$ cat config.mk
export PLATFORM = sky130hd
export DESIGN_NAME = brt_ram
export DESIGN_NICKNAME = d
export VERILOG_FILES = /design/src/rtl/core/brt_ram.sv
export SDC_FILE = /design/constraint.sdc
export NUM_CORES = 1
export LEC_CHECK = 0
export BUFFER_PORTS_ARGS = -buffer_cell sky130_fd_sc_hd__buf_4
export CAP_MARGIN = 20
export CORE_MARGIN = 10
export CORE_UTILIZATION = 40
export CTS_CLUSTER_DIAMETER = 80
export DETAILED_ROUTE_END_ITERATION = 8
export MAX_ROUTING_LAYER = met4
export RECOVER_POWER = 25
export SLEW_MARGIN = 20
export SYNTH_ARGS = -nofsm -noshare
export SYNTH_HDL_FRONTEND = slang
export SYNTH_SLANG_ARGS = --single-unit
$ cat constraint.sdc
create_clock -name clk -period 2.97 [get_ports clk]
set_clock_uncertainty 0.15 [all_clocks]
set_input_delay 0.4455 -clock clk [delete_from_list [all_inputs] [get_ports clk]]
set_output_delay 0.4455 -clock clk [all_outputs]
set_load 0.005 [all_outputs]
$ cat src/rtl/core/brt_ram.sv
// Generic single-port RAM with registered read.
// No dependencies.
module brt_ram #(
    parameter int WIDTH = 8,
    parameter int DEPTH = 16
) (
    input  logic                     clk,
    input  logic                     we,
    input  logic [$clog2(DEPTH)-1:0] addr,
    input  logic [WIDTH-1:0]         wdata,
    output logic [WIDTH-1:0]         rdata
);
    logic [WIDTH-1:0] mem [DEPTH];
    always_ff @(posedge clk)
    begin
        if (we)
            mem[addr] <= wdata;
        rdata <= mem[addr];
    end
endmodule

After elaboration in Yosys (flattened, before gate mapping)
Memory sizes are Yosys's and may differ from the RTL's. A register that Yosys moved wholly into a read port is not among the register bits.
Index checks and enable logic that the tools add are counted.

word-level totals
  memories = 1
  input port bits = 14
  bits in writable memories = 128
  bits in registers = 0
  logic and storage cells = 3

memory list
  name  words  width  read ports  clocked after Yosys merged registers in  wr ports  RTL line  text
  mem   16     8      1           1                                        1         13        logic [WIDTH-1:0] mem [DEPTH];

cells by class
  muxes and demuxes = 2

operators with widths
  kind              count
  2-to-1 mux 1 bit  2

Logic depth before layout (Yosys ltp)
Gate-level depths: netlist of run 1.

  depth after elaboration = 2
  gate-level depth with buffers = 5
  gate-level depth less buffers = 3

Worst setup path before layout of run 1
OpenSTA, ideal clock, no wires.

  kind = input-to-reg
  start point = input port addr[2]
  end point = memory mem[0][0], enable pin
  cell stages on the path = 2
  setup slack = 0.881 ns
  buffers on the path = 0
  arrival time = 1.555 ns
  cells stage by stage = or3b_2 -> nor3_1

RTL lines
  element      RTL line  text
  from (decl)  9         input logic [$clog2(DEPTH)-1:0] addr,
  to (decl)    13

Straight into the memory's write port.

==> results of run 1 <==
how the worst max path moves through the flow:
| stage | to | slack (ns) | cells past startpoint |
|---|---|---|---|
| finish | rdata[2] | 1.08 | 4 |
| CTS | rdata[2] | 1.08 | 4 |
| floorplan | mem[0][0] | 0.88 | 2 |
| global route | rdata[4] | 0.91 | 4 |
| detailed placement | rdata[2] | 0.67 | 4 |
| global placement | rdata[0] | 0.66 | 4 |
flip-flops by register name, summed over array words and instances (netlist names):
register,cells
mem,128
rdata,8
worst max-delay path, cell delays in order:
cell	delay, ns
buf_4	0.55
mux4_2	0.62
a22oi_1	0.26
nand2_1	0.10
per-stage QoR:
step,hold WS [ns],cells,utilization
after floorplan,0.394,230,-
after global placement,0.510,428,0.439
after detailed placement,0.519,428,0.439
after CTS,0.200,460,0.486
after global routing,0.234,460,0.484
final,0.231,460,0.484
metal layers:
layer	track usage	wire, µm
met1	0.142	4120
met5	-	0
met2	0.185	5000
met3	0.0299	365
met4	0.0446	106
layout make-up:
class                   count  share of cell area
well taps                 172              0.0356
flip-flops and latches    136               0.662
repair buffers             37              0.0416
clock inverters             8              0.0159
multi-input cells          83               0.166
clock buffers              24              0.0796
cell usage after synthesis:
| cell | number | area, µm² |
|---|---|---|
| edfxtp_1 | 128 | 3840 |
| mux4_2 | 32 | 721 |
| a22oi_1 | 16 | 120 |
| nor2_1 | 13 | 48.8 |
| nand2_1 | 9 | 33.8 |
| dfxtp_1 | 8 | 160 |
| buf_1 | 4 | 15.0 |
| nor3_1 | 4 | 20.0 |
| buf_2 | 2 | 10.0 |
| buf_6 | 2 | 22.5 |
| clkbuf_1 | 2 | 7.51 |
| nand2b_1 | 2 | 12.5 |
| nand3b_1 | 2 | 15.0 |
| nor2b_1 | 2 | 12.5 |
| and2_1 | 1 | 6.26 |
| clkbuf_2 | 1 | 5.00 |
| nand3_1 | 1 | 5.00 |
| or3b_2 | 1 | 8.76 |
where the power goes:
| part | leakage [nW] | switching [mW] | internal [mW] |
|---|---|---|---|
| registers | 1.22 | 0.0120 | 2.15 |
| logic | 0.471 | 0.109 | 0.0875 |
| clock network | 0.284 | 0.715 | 1.30 |
| total | 1.98 | 0.836 | 3.53 |
logic make-up after synthesis:
logic type | count (synthesis) | synth area share
flip-flops | 136 | 0.790
AO/OA/AOI/OAI | 16 | 0.0237
buffers and inverters | 11 | 0.0119
multiplexers | 32 | 0.142
AND/OR/NAND/NOR | 35 | 0.0321
==> results.json, run 1 <==
{
  "htreeDepth": 4,
  "yosys_warnings": 0,
  "crit_arrival_ns": 2.01,
  "syn_area_um2": 5070,
  "design_area_um2": 6050,
  "final_common_cell": "edfxtp_1",
  "finalCritPeriodShare": 0.635,
  "slew_violations": 0,
  "place_ws_ns": 0.672,
  "avgSynthCellArea_um2": 22.0,
  "start_kind": "input port",
  "fmax_mhz": 530,
  "synthCells": 230,
  "detail-route-antenna-nets": 0,
  "die_x_um": 133,
  "insertion_delay_ns": 0.40,
  "grt_first_pass_wirelength_um": 15000,
  "portBuffers": 21,
  "critPathMaxFanout": 39,
  "fill_cells": 1039,
  "tightest_slew_ns": 0.809,
  "drc": 0,
  "multi_input_area_um2": 1000,
  "crit_path_start": "addr[0]",
  "io_pins": 22,
  "syn_nets": 244,
  "antenna_found_initial": 0,
  "tritoncts": "yes",
  "vias": 2319,
  "drt-total-wl_um": 9590,
  "crit_type": "in -> reg",
  "hold_class": "in -> reg",
  "finalSetupViolations": 0,
  "yosysSeqAreaShare": 0.790,
  "critPathCaptureType": "flip-flop",
  "cts_buffer_depth": 2,
  "hold_depth": 1,
  "reg2reg_depth": 3,
  "seq_area_um2": 4000,
  "core-area_um2": 12500,
  "r2r_slack_ns": 1.47,
  "ir_worst_vdd_mv": 0.402,
  "power_mw": 4.37,
  "layout-drive-gt1-share": 0.316,
  "cts_resized": 0,
  "power_density_nw_per_um2": 722,
  "finalSetupTns_ns": 0,
  "hp-start": "wdata[4]",
  "synth_cell_types": 18,
  "post_cts_buffers": 0,
  "cts_made_buffers": 17,
  "cts_sinks": 136,
  "setup_ws_ns": 1.08,
  "drv_cap": 0,
  "leakagePower_nw": 1.98,
  "status": "completed",
  "hold-path-endpoint": "mem[0][4]",
  "drt_iter0_drc": 203,
  "grt_setup_unrepaired": "false",
  "diodes": 0,
  "final_nets": 289,
  "placed_area_um2": 5500,
  "drtPass1Iterations": 6,
  "track_usage": 0.117,
  "grt_pass1_vias": 2526,
  "die_height_um": 133,
  "start_util": 0.405,
  "wl_per_cell_um": 20.8,
  "period_needed_ns": 1.89,
  "r2r_start": "mem[7][2]",
  "required_ns": 3.10,
  "hpwl_um": 6130,
  "place.gp.congestion": 0.700,
  "relSlewSlack": 0.459,
  "rows": 41,
  "ys_seq_elements": 136,
  "r2r_end": "rdata[2]",
  "grt_max_degree": 40,
  "clk_pin_slew_ns": 0.05,
  "final_cell_mix": "128 x edfxtp_1, 32 x mux4_2, 30 x buf_4",
  "cts-hold-fix-buffers": 0,
  "area_growth_pct": 19.4,
  "overflow": 0,
  "vias_per_cell": 5.04,
  "hold_violations": 0,
  "die-area_um2": 17600,
  "cts_root_buffer": "clkbuf_16"
}
Power figures use the tool's default switching activity.
==> run 2, diff against run 1 <==
==> constraint.sdc (replaced) <==
create_clock -name clk -period 1.7 [get_ports clk]
set_clock_uncertainty 0.15 [all_clocks]
set_input_delay 0.255 -clock clk [delete_from_list [all_inputs] [get_ports clk]]
set_output_delay 0.255 -clock clk [all_outputs]
set_load 0.005 [all_outputs]
==> results.json, run 2 (synthesized netlist as in run 1, its figures left out) <==
{
  "start_kind": "flip-flop",
  "cts_made_buffers": 17,
  "cts_root_buffer": "clkbuf_16",
  "diodes": 0,
  "cts_sinks": 136,
  "r2r_slack_ns": 0.17,
  "slew_violations": 0,
  "crit_type": "reg -> reg",
  "hold_violations": 0,
  "grt_first_pass_wirelength_um": 15000,
  "grt_max_degree": 27,
  "intPower_mw": 6.62,
  "hold-path-endpoint": "mem[12][0]",
  "place.gp.congestion": 0.737,
  "setup_ws_ns": 0.174,
  "die-area_um2": 17600,
  "p_seq_frac": 0.462,
  "io_pins": 22,
  "fill_cells": 1018,
  "dp_cells": 440,
  "relSlewSlack": 0.525,
  "largest_register_ffs": 128,
  "finalSetupViolations": 0,
  "layout-drive-gt1-share": 0.384,
  "top_regs": "mem (128), rdata (8)",
  "htreeDepth": 4,
  "cts_buffer_depth": 2,
  "final_cell_mix": "128 x edfxtp_1, 32 x mux4_2, 32 x buf_4",
  "final_nets": 303,
  "drt_iter0_drc": 193,
  "start_util": 0.405,
  "rows": 41,
  "status": "completed",
  "hp-start": "wdata[0]",
  "pwr-share-clk": 0.489,
  "critPathMaxFanout": 1,
  "fin_util": 0.512,
  "drt-total-wl_um": 9710,
  "detail-route-antenna-nets": 0,
  "final_common_cell": "edfxtp_1",
  "track_usage": 0.119,
  "cts_resized": 0,
  "portBuffers": 21,
  "period_needed_ns": 1.53,
  "required_ns": 1.84,
  "crit_path_start": "mem[3][4]",
  "wl_per_cell_um": 20.5,
  "die_x_um": 133,
  "vias_per_cell": 5.03,
  "r2r_start": "mem[3][4]",
  "stdcell_count": 474,
  "clk_pin_slew_ns": 0.06,
  "grt_pass1_vias": 2634,
  "r2r_end": "rdata[4]",
  "leakagePower_nw": 2.12,
  "sw_frac_of_total": 0.188,
  "insertion_delay_ns": 0.41,
  "place_ws_ns": -0.123,
  "power_density_nw_per_um2": 1270,
  "tightest_slew_ns": 0.711,
  "power_frac_comb": 0.048,
  "drc": 0,
  "area_growth_pct": 26.4,
  "hold_depth": 1,
  "ir_worst_vdd_mv": 0.619,
  "tritoncts": "yes",
  "antenna_found_initial": 0,
  "drv_cap": 0,
  "p_switching_mw": 1.54,
  "crit_arrival_ns": 1.67,
  "hold_slack_ns": 0.229,
  "core-area_um2": 12500,
  "die_height_um": 133,
  "hpwl_um": 6430,
  "vias": 2386,
  "finalCritPeriodShare": 0.898,
  "grt_setup_unrepaired": "false",
  "overflow": 0,
  "finalSetupTns_ns": 0,
  "hold_class": "in -> reg",
  "critPathCaptureType": "flip-flop",
  "drtPass1Iterations": 4,
  "fmax_mhz": 655,
  "reg2reg_depth": 3,
  "top_register": "mem"
}
-- run 2: changes by cell type in the layout (fill, tap and decap cells not counted), moves of 2 or more --
cell / change
buf_12: +11
dlygate4sd3_1: +2
nor2_2: +8
clkbuf_1: -4
bufinv_16: +3
nor2_1: -8
buf_4: +2
-- run 2: power groups by stage --
stage	logic, mW	clock network [mW]	registers, mW
floorplan	0.198	0	3.84
global placement	0.401	0	3.84
detailed placement	0.405	0	3.84
CTS	0.411	4.05	3.77
global route	0.431	4.21	3.78
finish	0.393	3.99	3.77
-- run 2: area by class of cell --
| type | count | area [µm²] | area share |
|---|---|---|---|
| sequential | 136 | 4000 | 0.625 |
| clock inverter | 12 | 198 | 0.0309 |
| multi-input combinational | 83 | 1030 | 0.161 |
| clock buffer | 20 | 457 | 0.0713 |
| tap | 172 | 215 | 0.0336 |
| timing repair buffer | 51 | 503 | 0.0785 |
-- run 2: timing repair --
item	in CTS	in global routing
setup buffers	0	0
hold buffers	2	0
hold endpoints to repair	18	0
-- run 2: routing by layer --
metal	global-route usage	vias to the layer above	routed length, µm
li1	-	1081	-
met1	0.139	1249	4260
met2	0.187	43	5000
met3	0.0318	13	299
met4	0.0550	0	153
met5	-	-	0
-- run 2: through the flow --
stage                     area [µm²]  power [mW]
after floorplan                 5090        4.03
after global placement          5750        4.24
after detailed placement        5750        4.25
after CTS                       6430        8.23
after global routing            6400        8.42
final                           6400        8.16
-- run 2: worst max-delay path: stages (launching register included) --
cell and delay (ns):
edfxtp_1 0.37, mux4_2 0.48, a22oi_1 0.31, nand2_1 0.10
-- run 2: worst max path at each step --
stage	endpoint	cells after the start	slack, ns
5_1_grt	rdata[3]	3	0.15
3_3_place_gp	rdata[5]	5	-0.09
6_report	rdata[4]	3	0.17
2_1_floorplan	mem[12][0]	3	-0.09
4_1_cts	rdata[4]	3	0.18
3_5_place_dp	mem[0][0]	4	-0.12
